===== config.mk =====
export PLATFORM = sky130hd
export DESIGN_NAME = pixel_rotate_pack_writer_top
export DESIGN_NICKNAME = d
export VERILOG_FILES = /design/src/sv/prpw_pkg.sv /design/src/sv/pixel_rotate_pack_writer_top.sv /design/src/sv/prpw_map.sv /design/src/sv/prpw_addr.sv
export SDC_FILE = /design/constraint.sdc
export NUM_CORES = 1
export LEC_CHECK = 0
export ABC_AREA = 1
export BUFFER_PORTS_ARGS = -buffer_cell sky130_fd_sc_hd__buf_2
export CORE_UTILIZATION = 45
export DETAILED_ROUTE_END_ITERATION = 7
export PLACE_DENSITY_LB_ADDON = 0.3
export SYNTH_ARGS = -nofsm -noshare
export SYNTH_HDL_FRONTEND = slang
export SYNTH_SLANG_ARGS = --single-unit

===== constraint.sdc =====
create_clock -name clk -period 8.6 [get_ports clk]
set_input_delay 0.86 -clock clk [delete_from_list [all_inputs] [get_ports clk]]
set_output_delay 0.86 -clock clk [all_outputs]
set_load 0.02 [all_outputs]

===== src/sv/prpw_pkg.sv =====
// ----------------------------------------------------------------------------
// prpw_pkg
// Shared types, constants and helpers for the pixel rotate and pack writer.
// ----------------------------------------------------------------------------
package prpw_pkg;

    // Largest frame dimension in pixels; counters and mapped coordinates are sized from it
    localparam int MAX_DIM    = 4096;
    localparam int DIM_W      = $clog2(MAX_DIM);

    // Fixed field widths of the register set and the payload
    localparam int CFG_DIM_W  = 13;
    localparam int ROT_W      = 2;
    localparam int STRIDE_W   = 16;
    localparam int CFG_IDX_W  = 2;
    localparam int CFG_DATA_W = 16;
    localparam int PIX_W      = 32;
    localparam int ADDR_W     = 28;
    localparam int PROD_W     = DIM_W + STRIDE_W;

    // Configuration register indexes
    typedef enum logic [CFG_IDX_W-1:0] {
        CFG_SRC_WIDTH  = 2'd0,
        CFG_SRC_HEIGHT = 2'd1,
        CFG_ROTATION   = 2'd2,
        CFG_ROW_STRIDE = 2'd3
    } cfg_idx_t;

    // Quarter-turn codes
    typedef enum logic [ROT_W-1:0] {
        ROT_0   = 2'd0,
        ROT_90  = 2'd1,
        ROT_180 = 2'd2,
        ROT_270 = 2'd3
    } rot_t;

    typedef struct packed {
        logic [CFG_DIM_W-1:0] src_width;
        logic [CFG_DIM_W-1:0] src_height;
        rot_t                 rotation;
        logic [STRIDE_W-1:0]  row_stride;
    } cfg_t;

    // Output of the mapping stage
    typedef struct packed {
        logic [DIM_W-1:0] dx;
        logic [DIM_W-1:0] dy;
        logic [PIX_W-1:0] rgba;
        logic             last;
    } map_item_t;

    // Output of the multiply stage
    typedef struct packed {
        logic [PROD_W-1:0] prod;
        logic [DIM_W-1:0]  dx;
        logic [PIX_W-1:0]  rgba;
        logic              last;
    } prod_item_t;

    // Last valid index of a dimension: zero counts as one, oversize clamps to MAX_DIM - 1
    function automatic logic [DIM_W-1:0] last_index(input logic [CFG_DIM_W-1:0] dim);
        logic [DIM_W-1:0] res;
        if (dim == '0)
            res = '0;
        else if (32'(dim) > 32'(MAX_DIM))
            res = DIM_W'(MAX_DIM - 1);
        else
            res = DIM_W'(32'(dim) - 32'd1);
        return res;
    endfunction

    // ARGB to R,G,B,A memory byte order
    function automatic logic [PIX_W-1:0] argb_to_rgba(input logic [PIX_W-1:0] p);
        return {p[31:24], p[7:0], p[15:8], p[23:16]};
    endfunction

endpackage


===== src/sv/pixel_rotate_pack_writer_top.sv =====
// ----------------------------------------------------------------------------
// pixel_rotate_pack_writer_top
// Quarter-turn rotation writer: maps raster ARGB pixels to destination byte
// addresses and repacks them into R,G,B,A memory order.
// ----------------------------------------------------------------------------
//
//  Channel   Handshake               Payload
//  --------  ----------------------  ------------------------------------------
//  pixel     pixel_valid/pixel_stall pixel_argb
//  result    result_valid/result_st. byte_address, rgba_word, frame_end
//  cfg       cfg_valid/cfg_ready     cfg_index, cfg_data
//
//  One pixel per clock sustained while result_stall is low. A pixel passes
//  three registers (map, multiply, result) before its result is valid.
//  The 12x16 row multiply sets the middle stage; the column add follows it.
//  Reset clears the raster counters and all stage valids and loads the
//  register defaults (64x64, no rotation, 256-byte stride).
//  A result stall fills empty stages first, then raises pixel_stall; cfg_ready is high.
//
module pixel_rotate_pack_writer_top
(
    input  logic                              clk,
    input  logic                              rst_n,

    input  logic                              pixel_valid,
    output logic                              pixel_stall,
    input  logic [prpw_pkg::PIX_W-1:0]        pixel_argb,

    output logic                              result_valid,
    input  logic                              result_stall,
    output logic [prpw_pkg::ADDR_W-1:0]       byte_address,
    output logic [prpw_pkg::PIX_W-1:0]        rgba_word,
    output logic                              frame_end,

    input  logic                              cfg_valid,
    output logic                              cfg_ready,
    input  logic [prpw_pkg::CFG_IDX_W-1:0]    cfg_index,
    input  logic [prpw_pkg::CFG_DATA_W-1:0]   cfg_data
);

    prpw_pkg::cfg_t      cfg_reg;
    prpw_pkg::cfg_t      cfg_next;
    logic                map_valid;
    logic                map_stall;
    prpw_pkg::map_item_t map_item;

    assign cfg_ready = 1'b1;

    // Decode a register write; fields take the low bits of the data
    always_comb
    begin
        cfg_next = cfg_reg;
        if (cfg_valid && cfg_ready)
        begin
            unique case (prpw_pkg::cfg_idx_t'(cfg_index))
                prpw_pkg::CFG_SRC_WIDTH:
                    cfg_next.src_width  = cfg_data[prpw_pkg::CFG_DIM_W-1:0];
                prpw_pkg::CFG_SRC_HEIGHT:
                    cfg_next.src_height = cfg_data[prpw_pkg::CFG_DIM_W-1:0];
                prpw_pkg::CFG_ROTATION:
                    cfg_next.rotation   = prpw_pkg::rot_t'(cfg_data[prpw_pkg::ROT_W-1:0]);
                prpw_pkg::CFG_ROW_STRIDE:
                    cfg_next.row_stride = cfg_data[prpw_pkg::STRIDE_W-1:0];
                default:
                    cfg_next = cfg_reg;
            endcase
        end
    end

    always_ff @(posedge clk or negedge rst_n)
    begin
        if (!rst_n)
        begin
            cfg_reg.src_width  <= prpw_pkg::CFG_DIM_W'(64);
            cfg_reg.src_height <= prpw_pkg::CFG_DIM_W'(64);
            cfg_reg.rotation   <= prpw_pkg::ROT_0;
            cfg_reg.row_stride <= prpw_pkg::STRIDE_W'(256);
        end
        else
        begin
            cfg_reg <= cfg_next;
        end
    end

    // Stage 1: raster position and rotated coordinates
    prpw_map u_map
    (
        .clk         (clk),
        .rst_n       (rst_n),
        .cfg         (cfg_reg),
        .pixel_valid (pixel_valid),
        .pixel_stall (pixel_stall),
        .pixel_argb  (pixel_argb),
        .map_valid   (map_valid),
        .map_stall   (map_stall),
        .map_item    (map_item)
    );

    // Stages 2 and 3: row multiply, column add, result register
    prpw_addr u_addr
    (
        .clk          (clk),
        .rst_n        (rst_n),
        .row_stride   (cfg_reg.row_stride),
        .map_valid    (map_valid),
        .map_stall    (map_stall),
        .map_item     (map_item),
        .result_valid (result_valid),
        .result_stall (result_stall),
        .byte_address (byte_address),
        .rgba_word    (rgba_word),
        .frame_end    (frame_end)
    );

endmodule


===== src/sv/prpw_map.sv =====
// ----------------------------------------------------------------------------
// prpw_map
// Raster counters and quarter-turn coordinate mapping, one registered stage.
// ----------------------------------------------------------------------------
module prpw_map
(
    input  logic                          clk,
    input  logic                          rst_n,
    input  prpw_pkg::cfg_t                cfg,
    input  logic                          pixel_valid,
    output logic                          pixel_stall,
    input  logic [prpw_pkg::PIX_W-1:0]    pixel_argb,
    output logic                          map_valid,
    input  logic                          map_stall,
    output prpw_pkg::map_item_t           map_item
);

    logic [prpw_pkg::DIM_W-1:0] col_reg;
    logic [prpw_pkg::DIM_W-1:0] col_next;
    logic [prpw_pkg::DIM_W-1:0] row_reg;
    logic [prpw_pkg::DIM_W-1:0] row_next;
    logic                       valid_reg;
    logic                       valid_next;
    prpw_pkg::map_item_t        item_reg;
    prpw_pkg::map_item_t        item_next;

    logic [prpw_pkg::DIM_W-1:0] w_last;
    logic [prpw_pkg::DIM_W-1:0] h_last;
    logic [prpw_pkg::DIM_W-1:0] x;
    logic [prpw_pkg::DIM_W-1:0] y;
    logic                       last_col;
    logic                       last_row;
    logic                       load;
    logic                       accept;

    assign load        = !(valid_reg && map_stall);
    assign accept      = pixel_valid && load;
    assign pixel_stall = !load;

    assign w_last   = prpw_pkg::last_index(cfg.src_width);
    assign h_last   = prpw_pkg::last_index(cfg.src_height);
    assign last_col = (col_reg >= w_last);
    assign last_row = (row_reg >= h_last);
    assign x        = last_col ? w_last : col_reg;
    assign y        = last_row ? h_last : row_reg;

    always_comb
    begin
        item_next.rgba = prpw_pkg::argb_to_rgba(pixel_argb);
        item_next.last = last_col && last_row;
        case (cfg.rotation)
            prpw_pkg::ROT_90:
            begin
                item_next.dx = h_last - y;
                item_next.dy = x;
            end
            prpw_pkg::ROT_180:
            begin
                item_next.dx = w_last - x;
                item_next.dy = h_last - y;
            end
            prpw_pkg::ROT_270:
            begin
                item_next.dx = y;
                item_next.dy = w_last - x;
            end
            default:
            begin
                item_next.dx = x;
                item_next.dy = y;
            end
        endcase
    end

    // Advance the raster position; wrap at row and frame end
    always_comb
    begin
        col_next = col_reg;
        row_next = row_reg;
        if (accept)
        begin
            if (last_col)
            begin
                col_next = '0;
                row_next = last_row ? '0 : row_reg + 1'b1;
            end
            else
            begin
                col_next = col_reg + 1'b1;
            end
        end
    end

    assign valid_next = load ? pixel_valid : valid_reg;

    always_ff @(posedge clk or negedge rst_n)
    begin
        if (!rst_n)
        begin
            col_reg   <= '0;
            row_reg   <= '0;
            valid_reg <= 1'b0;
        end
        else
        begin
            col_reg   <= col_next;
            row_reg   <= row_next;
            valid_reg <= valid_next;
        end
    end

    always_ff @(posedge clk)
    begin
        if (accept)
        begin
            item_reg <= item_next;
        end
    end

    assign map_valid = valid_reg;
    assign map_item  = item_reg;

`ifndef ASSERT_OFF
    a_col_wrap: assert property (@(posedge clk) disable iff (!rst_n)
        accept && last_col |=> col_reg == '0)
        else $error("column counter did not wrap at row end");

    a_col_step: assert property (@(posedge clk) disable iff (!rst_n)
        accept && !last_col |=> col_reg == $past(col_reg) + 1'b1 && $stable(row_reg))
        else $error("column counter did not step inside a row");

    a_hold: assert property (@(posedge clk) disable iff (!rst_n)
        !accept |=> $stable(col_reg) && $stable(row_reg))
        else $error("raster position moved without a transaction");
`endif

endmodule


===== src/sv/prpw_addr.sv =====
// ----------------------------------------------------------------------------
// prpw_addr
// Destination byte address: registered row multiply, then column add.
// ----------------------------------------------------------------------------
module prpw_addr
(
    input  logic                            clk,
    input  logic                            rst_n,
    input  logic [prpw_pkg::STRIDE_W-1:0]   row_stride,
    input  logic                            map_valid,
    output logic                            map_stall,
    input  prpw_pkg::map_item_t             map_item,
    output logic                            result_valid,
    input  logic                            result_stall,
    output logic [prpw_pkg::ADDR_W-1:0]     byte_address,
    output logic [prpw_pkg::PIX_W-1:0]      rgba_word,
    output logic                            frame_end
);

    logic                        mul_valid_reg;
    logic                        mul_valid_next;
    prpw_pkg::prod_item_t        mul_reg;
    prpw_pkg::prod_item_t        mul_next;
    logic                        out_valid_reg;
    logic                        out_valid_next;
    logic [prpw_pkg::ADDR_W-1:0] addr_reg;
    logic [prpw_pkg::ADDR_W-1:0] addr_next;
    logic [prpw_pkg::PIX_W-1:0]  rgba_reg;
    logic                        last_reg;
    logic                        out_load;
    logic                        mul_load;
    logic                        mul_stall;

    assign out_load  = !(out_valid_reg && result_stall);
    assign mul_stall = !out_load;
    assign mul_load  = !(mul_valid_reg && mul_stall);
    assign map_stall = !mul_load;

    // Full-width product: both operands widened before the multiply
    always_comb
    begin
        mul_next.prod = prpw_pkg::PROD_W'(map_item.dy) * prpw_pkg::PROD_W'(row_stride);
        mul_next.dx   = map_item.dx;
        mul_next.rgba = map_item.rgba;
        mul_next.last = map_item.last;
    end

    // Keep only the low address bits on overflow
    assign addr_next = prpw_pkg::ADDR_W'(
        (prpw_pkg::ADDR_W+1)'(mul_reg.prod) + (prpw_pkg::ADDR_W+1)'({mul_reg.dx, 2'b00}));

    assign mul_valid_next = mul_load ? map_valid : mul_valid_reg;
    assign out_valid_next = out_load ? mul_valid_reg : out_valid_reg;

    always_ff @(posedge clk or negedge rst_n)
    begin
        if (!rst_n)
        begin
            mul_valid_reg <= 1'b0;
            out_valid_reg <= 1'b0;
        end
        else
        begin
            mul_valid_reg <= mul_valid_next;
            out_valid_reg <= out_valid_next;
        end
    end

    always_ff @(posedge clk)
    begin
        if (mul_load && map_valid)
        begin
            mul_reg <= mul_next;
        end
        if (out_load && mul_valid_reg)
        begin
            addr_reg <= addr_next;
            rgba_reg <= mul_reg.rgba;
            last_reg <= mul_reg.last;
        end
    end

    assign result_valid = out_valid_reg;
    assign byte_address = addr_reg;
    assign rgba_word    = rgba_reg;
    assign frame_end    = last_reg;

endmodule

==> After elaboration in Yosys (flattened, before gate mapping) <==
Index checks and enable logic that the tools add are counted.
{ "totals": {"ff_bits": 262, "wordCells": 65, "out_inout_bits": 64} }
{ "op_classes": {"eq_ne": 6, "magnitude_cmp": 4, "reduce_logical": 18, "addsub": 7, "mux": 9, "n_mul": 1} }
{ "ops": {"columns": ["cell", "count"], "rows": [
  ["12-bit 2-to-1 mux", 8],
  ["24-bit one-hot mux with 3 select lines", 1],
  ["28-bit by 14-bit adder with 28-bit output", 1],
  ["12-bit by 16-bit multiplier with 28-bit output", 1],
  ["13-bit greater-than comparator, second input constant", 2],
  ["13-bit logical NOT", 2],
  ["12-bit by 1-bit adder with 12-bit output, second input constant", 2],
  ["12-bit greater-or-equal comparator", 2],
  ["12-bit by 1-bit subtractor with 12-bit output, second input constant", 2],
  ["12-bit subtractor", 2],
  ["2-bit AND reduction", 5],
  ["2-bit equality test, second input constant", 4],
  ["1-bit logical AND", 7],
  ["2-bit by 1-bit equality test with 1-bit output, second input constant", 2],
  ["1-bit logical NOT", 3],
  ["2-bit logical NOT", 1]
]} }

==> Logic depth before layout (Yosys ltp) <==
Gate-level depths: netlist (run 1).
{ "depth": {"ltp_word": 7, "depth_mapped": 31, "ltp_nobuf": 30} }

==> By module <==
Synthesis (run 1) repeated with hierarchy kept, for this count alone.
{ "unflattened": {"cells_unflattened": 2487, "hier_area_um2": 20686.1} }
{ "by_module_without_submodules": {"columns": ["mod", "n_inst", "area_each_um2", "seq_area_each_um2", "cells_each"], "rows": [
  ["prpw_addr", 1, 12344.3, 4073.9, 1436],
  ["prpw_map", 1, 6485.0, 2337.2, 850],
  ["pixel_rotate_pack_writer_top", 1, 1856.8, 1104.8, 201]
]} }

==> Worst setup path before layout (run 1) <==
OpenSTA, ideal clock, no wires.
{ "synth_timing": {"path_type": "register -> register", "startpoint": "register u_map.item_reg, in the netlist u_map.map_item[36]", "endpoint": "register u_addr.mul_reg[70] (netlist name) (data pin)", "setup_slack_ps": 3529, "path_stages_with_launch": 23, "arrival_time_ps": 4812, "setup_ps": 259, "t_required_ps": 8341, "period_less_slack_ps": 5071, "cell_sequence": "edfxtp_1 clkbuf_1 clkbuf_1 nand2_1 fa_1 inv_1 fa_1 inv_1 fa_1 inv_1 fa_1 fa_1 ha_1 a21o_1 a21oi_1 nand2_1 nand2_1 nand3_1 nand2_1 nand2_1 nand2_1 nand2_1 xor2_1"} }
{ "synth_rtl": {"columns": ["item", "line_no", "source"], "rows": [
  ["start: declaration", "prpw_map.sv:24", "prpw_pkg::map_item_t item_reg;"],
  ["start signal: assignment", "prpw_map.sv:116", "item_reg <= item_next;"],
  ["end signal: assignment", "prpw_addr.sv:73", "mul_reg <= mul_next;"],
  ["end: declaration", "prpw_addr.sv:22", "prpw_pkg::prod_item_t mul_reg;"]
]} }

==> metrics.csv, run 1 <==
metric,value,unit
number of iterations in the first detailed-routing pass,5,
ys flop type,edfxtp_1,
Post-route DRC,0,
largest net degree at the start of global routing,72,
die width,209,um
"EDFF count, synth",191,
r2r worst-path depth,19,
critical-path maximum fanout,16,
H-tree depth,1,
worst clock skew,17.2,ps
row count,75,
global-route wire length before repair,73.5,mm
minimum clock period,5340,ps
Synth Net Count,2429,
"Hold Vio Cnt, Final",0,
Total Nets Final,2522,
fin. max-slew vios,0,
area post-placement,20200,um2
Synth area leaders,"edfxtp_1 (30%), fa_1 (15%), nand2_1 (11%), dfrtp_1 (8.9%), ha_1 (8.5%)",
area of the die,43500,um2
area share of the largest cell type after synthesis,29.9,%
DR iter-0 viols,970,
TNS Setup,0,ps
IO Pins,119,
hold crit path type,flop to flop,
Critical Path Start Type,flop,
Chip Height,209,um
Initial Utilization,45.7,%
setup repair bufs after CTS,0,
global route overflow,0,
post-synthesis cell count,2101,
ys async rst share,27.1,%
largest area contributor in the netlist,edfxtp_1,
CP Capture Type,flop,
vias in the first global route,14100,
Worst Tran Pin Value,960,ps
"top cells by count, synth","nand2_1 (538), inv_1 (382), edfxtp_1 (191), fa_1 (143), ha_1 (130)",
critical path type,flop to flop,
Critical Path RT,8940,ps
clock tree buffer depth,3,
"Setup violations, final",0,
final worst slack,3260,ps
hold depth,0,
antenna violations before repair,0,
hold_ws,417,ps
Syn Area/Cell,9.14,um2
Root Driver,clkbuf_16,
status,"finished, final reports clean",
CTS Buf Count,30,
core footprint,42000,um2
TritonCTS Sinks,262,
clock latency on the worst-skew pair,590,ps
Total Wirelength,44.9,mm
dpl ws,3270,ps
Via density,5.10,
total routing usage reported by global routing,21.2,%
number of max-cap violations,0,
via count,14100,
max reg flops,73,
layout filler cell count,3931,
post_cts resized,0,
IO buf count,117,
share of cells above drive strength 1,9.92,%
Synth Register Bits,262,
RD Place Congestion,0.944,
post-synthesis cell type count,55,
critical path data arrival time,5690,ps
CTS tree,built,
Worst-path clk slew,70,ps
Final Cell Area,21200,um2
most common cell in the synthesized netlist,nand2_1,
RSZ-0062 raised after global routing,no,
Layout Area Growth over Synthesis,10.2,%
highest clock rate,187,MHz
Hold Buf Count CTS,0,
synthesized area,19200,um2
Max-slew headroom,36.0,%
routed len/inst,16.3,um
sequential area share after synthesis,39.1,%
Yosys warning count,0,
Antenna Cells,0,
antenna-violating nets left,0,
crit share post-route,62.1,%
HPWL after DPL,34.8,mm
-- through the flow --
stage	std cells	util, %
final	2756	50.4
after global routing	2756	50.4
after CTS	2756	50.4
after detailed placement	2701	48.1
after global placement	2701	48.1
after floorplan	2101	-
-- per-layer routing --
metal,wire length [um],track usage (%)
met1,20800,29.6
met2,20700,34.4
met3,2170,2.74
met4,1220,6.29
met5,0,0
-- worst max-delay path, stage by stage, from the launching register on --
cell and delay, ps:
edfxtp_1 830, nand2_1 160, fa_1 520, fa_1 540, inv_1 50, fa_1 470, inv_1 50, fa_1 470
inv_1 60, fa_1 440, ha_1 370, nand2_1 120, nor2_1 160, inv_1 100, nor3_1 160, nand2_1 70
o211ai_1 250, nand3_1 110, nand2_1 100, xor2_1 60
-- worst paths after layout --
| kind | start | endpoint | slack (ps) |
|---|---|---|---|
| setup / recovery | u_map.map_item[40] | u_addr.mul_reg[69] | 3260 |
| setup reg to reg | u_map.map_item[40] | u_addr.mul_reg[69] | 3260 |
| min in group asynchronous | rst_n | cfg_reg[30] | 490 |
| hold reg to reg | u_map.map_item[24] | u_addr.mul_reg[24] | 420 |
| max in group asynchronous | rst_n | u_map.col_reg[1] | 7460 |
| hold / removal | u_map.map_item[24] | u_addr.mul_reg[24] | 420 |
-- logic make-up (layout without fill, tap and decap cells) --
family                   count (synthesis)  after routing  synth area share [%]
multiplexers                             3              3                 0.176
other                                    1              1                0.0195
AND/OR/NAND/NOR                        809            809                  18.0
AO/OA/AOI/OAI                          231            231                  7.00
flip-flops                             262            262                  39.1
XOR/XNOR                                69             69                  3.15
adder cells (fa/ha/maj)                273            273                  23.4
buffers and inverters                  453            569                  9.17
-- layout make-up --
type                            instances  area (um2)  share of cell area [%]
Clock buffer                           38         781                    3.69
Clock inverter                         17         158                   0.745
Inverter                              389        1460                    6.91
Multi-Input combinational cell       1386        9940                    46.9
Sequential cell                       262        7520                    35.5
Tap cell                              539         674                    3.19
Timing Repair Buffer                  125         646                    3.05
-- cells in the final DEF, fill, tap and decap left out, drive strengths merged, types with 28 or more instances in the layout --
cell    count
nand3      82
clkbuf     38
nor2       89
edfxtp    191
nor3       31
dfrtp      68
nand2     551
nand4      36
xor2       41
a21oi      67
inv       388
xnor2      28
buf       125
o21ai     105
ha        130
fa        143
Power of run 1 is not shown: default switching activity piles up to over one toggle a cycle in this logic, so the estimate is an artifact.
==> run 2: changes to the inputs <==
- clock period: 8.6 -> 4.8 ns (I/O delays scaled with it)
==> run 2 against run 1 <==
The run now ends with setup timing left; core utilization increased by 6.1 points; sequential share of layout area down 3.8 points; global-route usage rose by 0.79 points; cell count up 7.5%; wire length is 5.3% higher; first-iteration DRC count rose by 2.7%; via count increased by 6.0%; critical path depth decreased by 1; highest routed layer unchanged.
==> metrics.csv, run 2 (synthesis gave the netlist of run 1 again) <==
metric,value,unit,change
Max-slew headroom,39.0,%,was 36.0%
CTS tree,built,,unchanged
Critical Path Start Type,flop,,unchanged
global-route wire length before repair,76.6,mm,was 73.5 mm
clock tree buffer depth,3,,unchanged
critical path's largest stage delay,580,ps,was 830 ps
CTS Buf Count,30,,unchanged
HPWL after DPL,36.4,mm,was 34.8 mm
global route overflow,0,,unchanged
critical path cell sequence,buf_12 -> nand2_1 -> fa_1 -> fa_1 -> fa_1 -> fa_1 -> inv_2 -> fa_1 -> ha_4 -> nand2_4 -> nor2_4 -> inv_2 -> nor3_2 -> nand2_1 -> o211ai_1 -> nand3_1 -> nand2_1 -> xor2_1,,was nand2_1 -> fa_1 -> fa_1 -> inv_1 -> fa_1 -> inv_1 -> fa_1 -> inv_1 -> fa_1 -> ha_1 -> nand2_1 -> nor2_1 -> inv_1 -> nor3_1 -> nand2_1 -> o211ai_1 -> nand3_1 -> nand2_1 -> xor2_1
max reg flops,73,,unchanged
critical path type,flop to flop,,unchanged
IO Pins,119,,unchanged
fin. max-slew vios,0,,unchanged
Critical Path RT,5130,ps,was 8940 ps
antenna-violating nets left,0,,unchanged
"commonest non-fill, non-tap cell in the layout",nand2_1,,unchanged
most frequent cells in the layout,"nand2_1 (516), inv_1 (364), edfxtp_1 (191)",,"was nand2_1 (538), inv_1 (381), edfxtp_1 (191)"
share of cells above drive strength 1,23.5,%,was 9.92%
failing checks,setup timing,,
Worst Tran Pin Value,915,ps,was 960 ps
final core utilization,56.5,%,was 50.4%
Root Driver,clkbuf_16,,unchanged
die width,209,um,unchanged
TritonCTS Sinks,262,,unchanged
worst path bufs/invs,3,,was 4
Chip Height,209,um,unchanged
number of max-cap violations,0,,unchanged
number of iterations in the first detailed-routing pass,5,,unchanged
highest clock rate,203,MHz,was 187 MHz
"Setup violations, final",5,,was 0
Post-route DRC,0,,unchanged
critical path data arrival time,5240,ps,was 5690 ps
hold depth,1,,was 0
crit share post-route,102,%,was 62.1%
hold crit path type,primary input to flop,,was flop to flop
"Top cell by count, worst path",fa_1,,unchanged
RSZ-0062 raised after global routing,yes,,was no
met1 GRT Util,29.0,%,was 29.6%
Worst-path clk slew,70,ps,about the same
minimum clock period,4920,ps,was 5340 ps
"Hold Vio Cnt, Final",0,,unchanged
Cell Count Post-Placement,2866,,was 2701
WP depth,18,,was 19
worst clock skew,23.3,ps,was 17.2 ps
status,"complete, but fails checks",,"was finished, final reports clean"
Total Nets Final,2728,,was 2522
routed len/inst,15.9,um,was 16.3 um
critical-path maximum fanout,9,,was 16
Initial Utilization,45.7,%,unchanged
fin cells,2963,,was 2756
Layout Area Growth over Synthesis,23.7,%,was 10.2%
slowest CP cell,dfstp_2,,was edfxtp_1
r2r worst-path depth,18,,was 19
met3 usage,2.28,%,was 2.74%
hold_ws,60.8,ps,was 417 ps
H-tree depth,1,,unchanged
largest net degree at the start of global routing,71,,was 72
busiest grt layer,met2,,unchanged
clock latency on the worst-skew pair,590,ps,about the same
antenna violations before repair,0,,unchanged
CP Capture Type,flop,,unchanged
Via density,5.03,,was 5.10
final worst slack,-117,ps,was 3260 ps
row count,75,,unchanged
dpl ws,-219,ps,was 3270 ps
RD Place Congestion,0.897,,was 0.944
Antenna Cells,0,,unchanged
area of the die,43500,um2,unchanged
vias in the first global route,15200,,was 14100
via count,14900,,was 14100
met2 usage,37.8,%,was 34.4%
IO buf count,117,,unchanged
Total Wirelength,47.2,mm,was 44.9 mm
core footprint,42000,um2,unchanged
total routing usage reported by global routing,21.9,%,was 21.2%
"delay-heaviest family, CP",adder cells,,unchanged
DR iter-0 viols,996,,was 970
==> run 2: cell types whose count changed in the layout (fill, tap and decap cells not counted), moves of 16 or more <==
cell	delta
a21oi_1	-16
buf_4	+182
ha_1	-17
ha_4	+16
inv_1	-17
inv_2	+16
nand2_1	-22
nand2_2	+19
==> run 2: routing by layer <==
metal	share of wire (%)	wire [um]
met1	44	21000
met2	48	22800
met3	4.1	1920
met4	3.2	1510
met5	0	0
==> run 2: worst register-to-register path, stage by stage (launching register included) <==
cell	delay (ps)
dfstp_2	580
buf_12	130
nand2_1	70
fa_1	510
fa_1	460
fa_1	520
fa_1	530
inv_2	40
fa_1	510
ha_4	330
nand2_4	70
nor2_4	120
inv_2	50
nor3_2	160
nand2_1	70
o211ai_1	250
nand3_1	100
nand2_1	90
xor2_1	60
==> run 2: layout make-up <==
class	instances	area, um2
Clock inverter	22	350
Timing Repair Buffer	330	2380
Inverter	389	1470
Sequential cell	262	7530
Multi-Input combinational cell	1387	10500
Fill cell	3705	18300
Clock buffer	34	807
Tap cell	539	674
==> run 2: timing repair <==
item / 4_1_cts / 5_1_grt
resized for setup: 46 / 128
pin swaps: 24 / 57
endpoints found under the hold margin: 1 / 0
hold buffers: 1 / 0
cloned: 2 / 1
setup endpoints to repair: 12 / 36
buffers inserted: 19 / 18
==> run 2: final timing paths <==
path	from	endpoint	slack [ps]
max reg2reg	cfg_reg[8]	u_addr.mul_reg[69]	-120
min in group asynchronous	rst_n	cfg_reg[11]	220
min	pixel_argb[0]	u_map.map_item[17]	60
min reg2reg	u_map.map_item[28]	u_addr.mul_reg[28]	420
max	cfg_reg[8]	u_addr.mul_reg[69]	-120
max in group asynchronous	rst_n	cfg_reg[9]	3450
==> run 2: per-stage QoR <==
| stage | setup TNS [ps] | area (um2) |
|---|---|---|
| after global placement | -466 | 21600 |
| final | -365 | 23800 |
| after floorplan | 0 | 19300 |
| after detailed placement | -1360 | 21600 |
| after global routing | -2100 | 23800 |
| after CTS | -167 | 23100 |
Power of run 2 is left out for the same reason.
